<file path="config.mk">
export PLATFORM = sky130hd
export DESIGN_NAME = cvsd_codec
export DESIGN_NICKNAME = d
export VERILOG_FILES = /design/src/sv/cvsd_pkg.sv /design/src/sv/cvsd_cfg.sv /design/src/sv/cvsd_mul.sv /design/src/sv/cvsd_codec.sv
export VERILOG_INCLUDE_DIRS = /design/src /design/src/sv
export SDC_FILE = /design/constraint.sdc
export NUM_CORES = 1
export LEC_CHECK = 0
export BUFFER_PORTS_ARGS = -buffer_cell sky130_fd_sc_hd__buf_2
export CAP_MARGIN = 5
export CORE_AREA = 2 2 249 251
export DETAILED_ROUTE_END_ITERATION = 8
export DIE_AREA = 0 0 251 253
export HOLD_SLACK_MARGIN = 0.05
export PLACE_DENSITY = 0.48
export SYNTH_ARGS = -nofsm -noshare
export SYNTH_HDL_FRONTEND = slang
export SYNTH_SLANG_ARGS = --single-unit
</file>
<file path="constraint.sdc">
create_clock -name clk -period 25.4 [get_ports clk]
set_input_delay 7.62 -clock clk [delete_from_list [all_inputs] [get_ports clk]]
set_output_delay 7.62 -clock clk [all_outputs]
set_load 0.05 [all_outputs]
</file>
<file path="src/sv/cvsd_codec_assert.svh">
// Assertion macros for the CVSD codec. Each macro expects clk and rst_n in scope.
`ifndef CVSD_CODEC_ASSERT_SVH
`define CVSD_CODEC_ASSERT_SVH

`ifndef NO_ASSERTIONS

// Property that must hold in the same cycle as its trigger.
`define CVSD_ASSERT(lbl, prop, msg) \
    lbl: assert property (@(posedge clk) disable iff (!rst_n) (prop)) else $error(msg);

// Consequent that must hold in the cycle after the antecedent.
`define CVSD_ASSERT_NEXT(lbl, ante, cons, msg) \
    lbl: assert property (@(posedge clk) disable iff (!rst_n) (ante) |=> (cons)) \
        else $error(msg);

`else

`define CVSD_ASSERT(lbl, prop, msg)
`define CVSD_ASSERT_NEXT(lbl, ante, cons, msg)

`endif

`endif

</file>
<file path="src/sv/cvsd_pkg.sv">
package cvsd_pkg;

    // Number of past slope bits that form a run.
    localparam int LOOKBACK = 3;
    localparam int HIST_W   = LOOKBACK;
    localparam int FILL_W   = $clog2(LOOKBACK + 1);

    localparam int STEP_W   = 15;
    localparam int COEF_W   = 16;
    localparam int PCM_W    = 16;
    localparam int CFG_IDX_W  = 3;
    localparam int CFG_DATA_W = 16;

    // Register indexes of the configuration port.
    typedef enum logic [CFG_IDX_W-1:0] {
        REG_STEP_INC   = 3'd0,
        REG_STEP_MIN   = 3'd1,
        REG_STEP_MAX   = 3'd2,
        REG_SHRINK     = 3'd3,
        REG_LEAK       = 3'd4
    } cfg_index_t;

    // Reset values of the configuration registers.
    localparam logic [STEP_W-1:0] RST_STEP_INC = 15'd10;
    localparam logic [STEP_W-1:0] RST_STEP_MIN = 15'd10;
    localparam logic [STEP_W-1:0] RST_STEP_MAX = 15'd1280;
    localparam logic [COEF_W-1:0] RST_SHRINK   = 16'd63570;
    localparam logic [COEF_W-1:0] RST_LEAK     = 16'd65208;

    // Configuration as seen by the datapath.
    typedef struct packed {
        logic [STEP_W-1:0] step_increment;
        logic [STEP_W-1:0] step_minimum;
        logic [STEP_W-1:0] step_maximum;
        logic [COEF_W-1:0] step_shrink_coef;
        logic [COEF_W-1:0] reference_leak_coef;
    } cfg_t;

endpackage

</file>
<file path="src/sv/cvsd_cfg.sv">
module cvsd_cfg (
    input  logic                            clk,
    input  logic                            rst_n,
    input  logic                            cfg_valid,
    output logic                            cfg_ready,
    input  logic [cvsd_pkg::CFG_IDX_W-1:0]  cfg_index,
    input  logic [cvsd_pkg::CFG_DATA_W-1:0] cfg_data,
    output cvsd_pkg::cfg_t                  cfg
);
    import cvsd_pkg::*;

    cfg_t cfg_reg;
    cfg_t cfg_next;

    // Writes are always taken; an unknown index leaves every register alone.
    assign cfg_ready = 1'b1;
    assign cfg       = cfg_reg;

    // Decode the register index of a write transfer.
    always_comb
    begin
        cfg_next = cfg_reg;
        if (cfg_valid)
        begin
            case (cfg_index)
                REG_STEP_INC: cfg_next.step_increment      = cfg_data[STEP_W-1:0];
                REG_STEP_MIN: cfg_next.step_minimum        = cfg_data[STEP_W-1:0];
                REG_STEP_MAX: cfg_next.step_maximum        = cfg_data[STEP_W-1:0];
                REG_SHRINK:   cfg_next.step_shrink_coef    = cfg_data[COEF_W-1:0];
                REG_LEAK:     cfg_next.reference_leak_coef = cfg_data[COEF_W-1:0];
                default:      cfg_next = cfg_reg;
            endcase
        end
    end

    always_ff @(posedge clk or negedge rst_n)
    begin
        if (!rst_n)
        begin
            cfg_reg.step_increment      <= RST_STEP_INC;
            cfg_reg.step_minimum        <= RST_STEP_MIN;
            cfg_reg.step_maximum        <= RST_STEP_MAX;
            cfg_reg.step_shrink_coef    <= RST_SHRINK;
            cfg_reg.reference_leak_coef <= RST_LEAK;
        end
        else
        begin
            cfg_reg <= cfg_next;
        end
    end

endmodule

</file>
<file path="src/sv/cvsd_mul.sv">
module cvsd_mul (
    input  logic                          clk,
    input  logic [cvsd_pkg::COEF_W-1:0]   a,
    input  logic [cvsd_pkg::COEF_W-1:0]   b,
    output logic [2*cvsd_pkg::COEF_W-1:0] prod
);
    import cvsd_pkg::*;

    logic [2*COEF_W-1:0] prod_reg;
    logic [2*COEF_W-1:0] prod_next;

    // Shared unsigned 16x16 multiplier with a registered product.
    assign prod_next = {{COEF_W{1'b0}}, a} * {{COEF_W{1'b0}}, b};
    assign prod      = prod_reg;

    always_ff @(posedge clk)
    begin
        prod_reg <= prod_next;
    end

endmodule

</file>
<file path="src/sv/cvsd_codec.sv">
// CVSD codec with an encoder channel and a decoder channel sharing one datapath.
// Input channel (in_valid / in_stall): action selects the channel; action 0
// encodes pcm_sample against the encoder level, action 1 decodes code_bit.
// Output channel (out_valid / out_stall): bit_out is the slope bit and
// reconstructed the new level of the channel that was used.
// Configuration (cfg_valid / cfg_ready, cfg_index, cfg_data) is always ready
// and should be written only while no item is in flight.
// Each item runs through S_MUL_STEP, S_UPDATE, S_MUL_LEAK and S_DONE, and its
// result is loaded from S_DONE. The block takes one item at a time and accepts
// the next one the cycle after the result is loaded. The sequence is set by the
// single multiplier, used once for the step shrink and once for the level leak.
// While the receiver stalls, a loaded result holds and the next item still
// runs; it then waits in the final step until the output register is free.
// Reset clears both channels (history, fill, step and level to zero) and loads
// the default configuration.
`include "cvsd_codec_assert.svh"

module cvsd_codec (
    input  logic                            clk,
    input  logic                            rst_n,
    input  logic                            in_valid,
    output logic                            in_stall,
    input  logic                            action,
    input  logic signed [cvsd_pkg::PCM_W-1:0] pcm_sample,
    input  logic                            code_bit,
    output logic                            out_valid,
    input  logic                            out_stall,
    output logic                            bit_out,
    output logic signed [cvsd_pkg::PCM_W-1:0] reconstructed,
    input  logic                            cfg_valid,
    output logic                            cfg_ready,
    input  logic [cvsd_pkg::CFG_IDX_W-1:0]  cfg_index,
    input  logic [cvsd_pkg::CFG_DATA_W-1:0] cfg_data
);
    import cvsd_pkg::*;

    typedef enum logic [4:0] {
        S_IDLE     = 5'b00001,
        S_MUL_STEP = 5'b00010,
        S_UPDATE   = 5'b00100,
        S_MUL_LEAK = 5'b01000,
        S_DONE     = 5'b10000
    } state_t;

    localparam logic signed [PCM_W:0] LVL_MAX = 17'sd32767;
    localparam logic signed [PCM_W:0] LVL_MIN = -17'sd32768;

    cfg_t cfg;

    state_t state_reg, state_next;

    // Channel state.
    logic [HIST_W-1:0]       enc_hist_reg, enc_hist_next, dec_hist_reg, dec_hist_next;
    logic [FILL_W-1:0]       enc_fill_reg, enc_fill_next, dec_fill_reg, dec_fill_next;
    logic [STEP_W-1:0]       enc_step_reg, enc_step_next, dec_step_reg, dec_step_next;
    logic signed [PCM_W-1:0] enc_level_reg, enc_level_next, dec_level_reg, dec_level_next;

    // Working copy of the selected channel.
    logic                    w_act_reg, w_act_next;
    logic                    w_bit_reg, w_bit_next;
    logic [HIST_W-1:0]       w_hist_reg, w_hist_next;
    logic [FILL_W-1:0]       w_fill_reg, w_fill_next;
    logic [STEP_W-1:0]       w_step_reg, w_step_next;
    logic signed [PCM_W-1:0] w_level_reg, w_level_next;
    logic [PCM_W-1:0]        w_mag_reg, w_mag_next;
    logic                    w_neg_reg, w_neg_next;

    // Output register.
    logic                    out_valid_reg, out_valid_next;
    logic                    out_bit_reg, out_bit_next;
    logic signed [PCM_W-1:0] out_level_reg, out_level_next;

    // Shared multiplier.
    logic [COEF_W-1:0]       mul_a, mul_b;
    logic [2*COEF_W-1:0]     mul_prod;

    // Combinational helpers.
    logic                    in_bit;
    logic [HIST_W-1:0]       sel_hist;
    logic [FILL_W-1:0]       sel_fill;
    logic [STEP_W-1:0]       sel_step;
    logic signed [PCM_W-1:0] sel_level;
    logic                    run;
    logic [STEP_W:0]         grow_sum;
    logic [STEP_W-1:0]       grow_step, shrink_step, new_step;
    logic signed [PCM_W:0]   lvl_raw, lvl_sat, lvl_abs;
    logic [PCM_W-1:0]        leak_mag;
    logic signed [PCM_W-1:0] leak_level;

    cvsd_cfg u_cfg (
        .clk       (clk),
        .rst_n     (rst_n),
        .cfg_valid (cfg_valid),
        .cfg_ready (cfg_ready),
        .cfg_index (cfg_index),
        .cfg_data  (cfg_data),
        .cfg       (cfg)
    );

    // The step shrink uses the multiplier first, the level leak second.
    always_comb
    begin
        if (state_reg == S_MUL_STEP)
        begin
            mul_a = {1'b0, w_step_reg};
            mul_b = cfg.step_shrink_coef;
        end
        else
        begin
            mul_a = w_mag_reg;
            mul_b = cfg.reference_leak_coef;
        end
    end

    cvsd_mul u_mul (
        .clk  (clk),
        .a    (mul_a),
        .b    (mul_b),
        .prod (mul_prod)
    );

    // Slope bit and the state of the selected channel at acceptance.
    assign in_bit    = action ? code_bit : (pcm_sample > enc_level_reg);
    assign sel_hist  = action ? dec_hist_reg  : enc_hist_reg;
    assign sel_fill  = action ? dec_fill_reg  : enc_fill_reg;
    assign sel_step  = action ? dec_step_reg  : enc_step_reg;
    assign sel_level = action ? dec_level_reg : enc_level_reg;

    // Step adaptation: hold until the history is full, then grow on a run of equal bits, shrink otherwise.
    assign run         = (w_hist_reg == {HIST_W{1'b1}}) || (w_hist_reg == {HIST_W{1'b0}});
    assign grow_sum    = {1'b0, w_step_reg} + {1'b0, cfg.step_increment};
    assign grow_step   = (grow_sum < {1'b0, cfg.step_maximum}) ? grow_sum[STEP_W-1:0]
                                                               : cfg.step_maximum;
    assign shrink_step = (mul_prod[COEF_W+STEP_W-1:COEF_W] > cfg.step_minimum)
                         ? mul_prod[COEF_W+STEP_W-1:COEF_W] : cfg.step_minimum;
    always_comb
    begin
        if (w_fill_reg < FILL_W'(LOOKBACK))
            new_step = w_step_reg;
        else if (run)
            new_step = grow_step;
        else
            new_step = shrink_step;
    end

    // Level move by the new step, with saturation, then its magnitude.
    always_comb
    begin
        if (w_bit_reg)
        begin
            lvl_raw = {w_level_reg[PCM_W-1], w_level_reg} + $signed({2'b00, new_step});
            lvl_sat = (lvl_raw > LVL_MAX) ? LVL_MAX : lvl_raw;
        end
        else
        begin
            lvl_raw = {w_level_reg[PCM_W-1], w_level_reg} - $signed({2'b00, new_step});
            lvl_sat = (lvl_raw < LVL_MIN) ? LVL_MIN : lvl_raw;
        end
        lvl_abs = lvl_sat[PCM_W] ? -lvl_sat : lvl_sat;
    end

    // Leak result, truncated toward zero.
    assign leak_mag   = mul_prod[2*COEF_W-1:COEF_W];
    assign leak_level = w_neg_reg ? -$signed(leak_mag) : $signed(leak_mag);

    // Sequencer.
    always_comb
    begin
        state_next     = state_reg;
        enc_hist_next  = enc_hist_reg;
        enc_fill_next  = enc_fill_reg;
        enc_step_next  = enc_step_reg;
        enc_level_next = enc_level_reg;
        dec_hist_next  = dec_hist_reg;
        dec_fill_next  = dec_fill_reg;
        dec_step_next  = dec_step_reg;
        dec_level_next = dec_level_reg;
        w_act_next     = w_act_reg;
        w_bit_next     = w_bit_reg;
        w_hist_next    = w_hist_reg;
        w_fill_next    = w_fill_reg;
        w_step_next    = w_step_reg;
        w_level_next   = w_level_reg;
        w_mag_next     = w_mag_reg;
        w_neg_next     = w_neg_reg;
        out_valid_next = out_valid_reg;
        out_bit_next   = out_bit_reg;
        out_level_next = out_level_reg;

        // A result leaves on an output transfer.
        if (out_valid_reg && !out_stall)
            out_valid_next = 1'b0;

        case (state_reg)
            S_IDLE:
            begin
                if (in_valid)
                begin
                    w_act_next   = action;
                    w_bit_next   = in_bit;
                    w_hist_next  = {sel_hist[HIST_W-2:0], in_bit};
                    w_fill_next  = (sel_fill < FILL_W'(LOOKBACK)) ? sel_fill + 1'b1 : sel_fill;
                    w_step_next  = sel_step;
                    w_level_next = sel_level;
                    state_next   = S_MUL_STEP;
                end
            end
            S_MUL_STEP:
            begin
                state_next = S_UPDATE;
            end
            S_UPDATE:
            begin
                w_step_next = new_step;
                w_mag_next  = lvl_abs[PCM_W-1:0];
                w_neg_next  = lvl_sat[PCM_W];
                state_next  = S_MUL_LEAK;
            end
            S_MUL_LEAK:
            begin
                state_next = S_DONE;
            end
            S_DONE:
            begin
                // Commit once the output register is free or being emptied.
                if (!out_valid_reg || !out_stall)
                begin
                    if (w_act_reg)
                    begin
                        dec_hist_next  = w_hist_reg;
                        dec_fill_next  = w_fill_reg;
                        dec_step_next  = w_step_reg;
                        dec_level_next = leak_level;
                    end
                    else
                    begin
                        enc_hist_next  = w_hist_reg;
                        enc_fill_next  = w_fill_reg;
                        enc_step_next  = w_step_reg;
                        enc_level_next = leak_level;
                    end
                    out_valid_next = 1'b1;
                    out_bit_next   = w_bit_reg;
                    out_level_next = leak_level;
                    state_next     = S_IDLE;
                end
            end
            default:
            begin
                state_next = S_IDLE;
            end
        endcase
    end

    // Control and channel state.
    always_ff @(posedge clk or negedge rst_n)
    begin
        if (!rst_n)
        begin
            state_reg     <= S_IDLE;
            out_valid_reg <= 1'b0;
            enc_hist_reg  <= '0;
            enc_fill_reg  <= '0;
            enc_step_reg  <= '0;
            enc_level_reg <= '0;
            dec_hist_reg  <= '0;
            dec_fill_reg  <= '0;
            dec_step_reg  <= '0;
            dec_level_reg <= '0;
        end
        else
        begin
            state_reg     <= state_next;
            out_valid_reg <= out_valid_next;
            enc_hist_reg  <= enc_hist_next;
            enc_fill_reg  <= enc_fill_next;
            enc_step_reg  <= enc_step_next;
            enc_level_reg <= enc_level_next;
            dec_hist_reg  <= dec_hist_next;
            dec_fill_reg  <= dec_fill_next;
            dec_step_reg  <= dec_step_next;
            dec_level_reg <= dec_level_next;
        end
    end

    // Working and output payload.
    always_ff @(posedge clk)
    begin
        w_act_reg     <= w_act_next;
        w_bit_reg     <= w_bit_next;
        w_hist_reg    <= w_hist_next;
        w_fill_reg    <= w_fill_next;
        w_step_reg    <= w_step_next;
        w_level_reg   <= w_level_next;
        w_mag_reg     <= w_mag_next;
        w_neg_reg     <= w_neg_next;
        out_bit_reg   <= out_bit_next;
        out_level_reg <= out_level_next;
    end

    assign in_stall      = (state_reg != S_IDLE);
    assign out_valid     = out_valid_reg;
    assign bit_out       = out_bit_reg;
    assign reconstructed = out_level_reg;

    // A new result is only loaded from the final step.
    `CVSD_ASSERT(a_load_from_done, !$rose(out_valid_reg) || $past(state_reg == S_DONE), "result loaded outside the final step")
    // An accepted item starts the shrink multiply on the next cycle.
    `CVSD_ASSERT_NEXT(a_accept_starts, (state_reg == S_IDLE) && in_valid, state_reg == S_MUL_STEP, "accepted item did not start")
    // Channel levels only change on a commit.
    `CVSD_ASSERT_NEXT(a_level_commit, state_reg != S_DONE, $stable(enc_level_reg) && $stable(dec_level_reg), "channel level changed without a commit")
    // Fill counts saturate at the history length.
    `CVSD_ASSERT(a_fill_bound, (enc_fill_reg <= FILL_W'(LOOKBACK)) && (dec_fill_reg <= FILL_W'(LOOKBACK)), "fill count beyond history length")

endmodule

</file>
==> flow_metrics.env <==
export IMPL_synth_distinct_cells=80
export IMPL_regArea_sq_um=6310
export IMPL_synth_cells=2375
export IMPL_path_class="flop to flop"
export IMPL_htree_num_levels=1
export IMPL_drt_pass1_iterations=5
export IMPL_arrival_ns=10.39
export IMPL_crit_path_end_kind="flop"
export IMPL_tns_ns=0
export IMPL_cp_slowest_stage_delay_ns=0.55
export IMPL_drt_total_wl_mm=67.7
export IMPL_place_hpwl_mm=53.7
export IMPL_cts_clk_slew_worst_paths_ns=0.07
export IMPL_drcViolationCount=0
export IMPL_tritoncts="done"
export IMPL_required_ns=25.71
export IMPL_tightest_slew_ns=1.15
export IMPL_cts_buffer_depth=3
export IMPL_hold_depth=2
export IMPL_maxCapViolCount=0
export IMPL_post_cts_buffers=0
export IMPL_syn_to_final_growth_pct=9.75
export IMPL_avgViaCountPerCell=5.22
export IMPL_postCtsResizedCells=0
export IMPL_nFillCells=6136
export IMPL_synth_area_top_cells="fa_1 18%, dfrtp_1 14%, ha_1 11%, edfxtp_1 9.6%, nand2_1 5.8%"
export IMPL_cts_hold_buf=0
export IMPL_grt_max_degree=87
export IMPL_synth_top_cell_by_area="fa_1"
export IMPL_finalNetCount=2849
export IMPL_setup_viol=0
export IMPL_critPathBufInv=3
export IMPL_coreArea_sq_um=61000
export IMPL_synth_seq_cells=240
export IMPL_multi_input_area_sq_um=14400
export IMPL_relSlewSlack_pct=22.7
export IMPL_yosysSeqAreaShare_pct=28.4
export IMPL_clkSinkCount=240
export IMPL_hold_violations=0
export IMPL_fin_crit_sh_pct=39.7
export IMPL_synth_top_flop_cell="dfrtp_1"
export IMPL_syn_nets=2813
export IMPL_die_w_um=251
export IMPL_critPathTopFamily="compound AO/OA/AOI/OAI gates"
export IMPL_drtIter0Drc=881
export IMPL_place_congestion=0.917
export IMPL_grt_pass1_wl_mm=106
export IMPL_crit_top_cell="ha_1"
export IMPL_layout_min_cycle_time_ns=10.08
export IMPL_yosysMostFrequentCell="nand2_1"
export IMPL_antenna_found_initial=2
export IMPL_largest_reg_flops=77
export IMPL_rows=91
export IMPL_async_reset_ff_share_pct=63.7
export IMPL_skew_ns=0.0192
export IMPL_synth_top_cell_area_share_pct=17.6
export IMPL_rsz0062_at_grt="false"
export IMPL_ant_nets=0
export IMPL_final_max_slew_viol_count=0
export IMPL_synth_avg_cell_area_sq_um=9.38
export IMPL_clk_latency_ns=0.57
export IMPL_clk_root_buffer_cell="clkbuf_16"
export IMPL_die_h_um=253
export IMPL_post_place_ws_ns=15.45
export IMPL_fmax_ghz=0.0992
export IMPL_crit_cells=40
export IMPL_status="complete, no violations"
export IMPL_start_kind="flop"
export IMPL_cts_buffers=28
export IMPL_yosys_warnings=0
export IMPL_cp_slowest_cell="edfxtp_1"
export IMPL_dr_total_vias=16800
export IMPL_path_max_fanout=9
export IMPL_grt_pass1_vias=17700
export IMPL_die_area_sq_um=63500
export IMPL_hold_class="flop to flop"
export IMPL_gr_total_overflow=0
export IMPL_io_pins=62
export IMPL_synth_edff_count=71
export IMPL_synth_area_sq_um=22300
export IMPL_start_util_pct=36.5
export IMPL_gr_usage_all_layers_pct=21.8
export IMPL_io_buffers=60
export IMPL_synth_common_cells="347 x nand2_1, 331 x inv_1, 200 x ha_1, 196 x fa_1, 180 x nor2_1"
export IMPL_r2r_cells=40
export IMPL_wl_per_cell_um=21.0
export IMPL_final_layout_size_suffix_gt1_share_pct=12.7
export IMPL_timing_final_ws_setup_ns=15.32
[logic make-up after synthesis]
group,after synthesis,share of synthesized area (%)
buffers and inverters,413,7.03
DFF,240,28.4
and+or+nand+nor,697,13.5
muxes,174,8.42
other,1,0.0168
xor gates and xnor gates,71,2.79
adders and majority gates,396,28.9
AOI/OAI and AO/OA,383,11.0
[area by class of cell]
type                    count  area share (%)
repair buffers             88            2.13
well taps                 790            4.04
flip-flops and latches    240            25.8
clock buffers              34            3.08
inverters                 331            5.08
clock inverters            18           0.793
diodes                      1          0.0102
multi-input cells        1722            59.0
[layer usage]
layer  share of wire, %  GRT usage, %
met5              0.019             0
met4                3.9          7.76
met3                3.4          2.00
met2                 47          37.4
met1                 45          28.8
[metrics by stage]
step | instances | util, % | area [sq um] | hold WS [ns]
5_1_grt | 3223 | 40.0 | 24400 | 0.513
6_report | 3224 | 40.0 | 24400 | 0.479
4_1_cts | 3222 | 40.0 | 24400 | 0.484
2_1_floorplan | 2375 | - | 22300 | 0.444
3_5_place_dp | 3170 | 38.5 | 23500 | 0.471
3_3_place_gp | 3170 | 38.5 | 23500 | 0.462
[layout by cell type, fill, tap and decap left out, types with 15 or more instances in the layout]
master / n
ha_1: 200
and3_1: 15
a21o_1: 22
nand2_1: 346
a31oi_1: 19
a211oi_1: 19
xnor2_1: 43
inv_1: 331
dfxtp_1: 16
edfxtp_1: 71
mux2i_1: 68
o21ai_0: 137
nand2b_1: 17
nor2_1: 177
nor3_1: 28
o21a_1: 27
dfrtp_1: 127
mux2_2: 106
buf_2: 59
dfstp_2: 26
nand3_1: 23
buf_4: 27
fa_1: 196
a21oi_1: 75
clkbuf_16: 28
xor2_1: 28
[worst reg2reg max path, delay by kind of cell (launching register included)]
kind                     cells  cell delay, ns
AO/OA/AOI/OAI               18            4.25
XOR/XNOR                     2            0.30
adder cells (fa/ha/maj)      6            1.79
buffers and inverters        3            0.43
flip-flops                   1            0.55
multiplexers                 2            0.36
AND/OR/NAND/NOR              9            2.14
[final timing paths]
| kind | from | to | slack, ns |
|---|---|---|---|
| max reg2reg | w_step_reg[1] | w_mag_reg[10] | 15.32 |
| min | dec_level_reg[8] | dec_level_reg[8] | 0.48 |
| max in group asynchronous | rst_n | u_cfg.cfg[32] | 16.74 |
| min in group asynchronous | rst_n | enc_level_reg[12] | 7.13 |
| max | w_step_reg[1] | w_mag_reg[10] | 15.32 |
| min reg2reg | dec_level_reg[8] | dec_level_reg[8] | 0.48 |
Power is left out: the tool's default activity adds up to more than one toggle a clock period on the data nets, which glitch-free logic cannot reach.
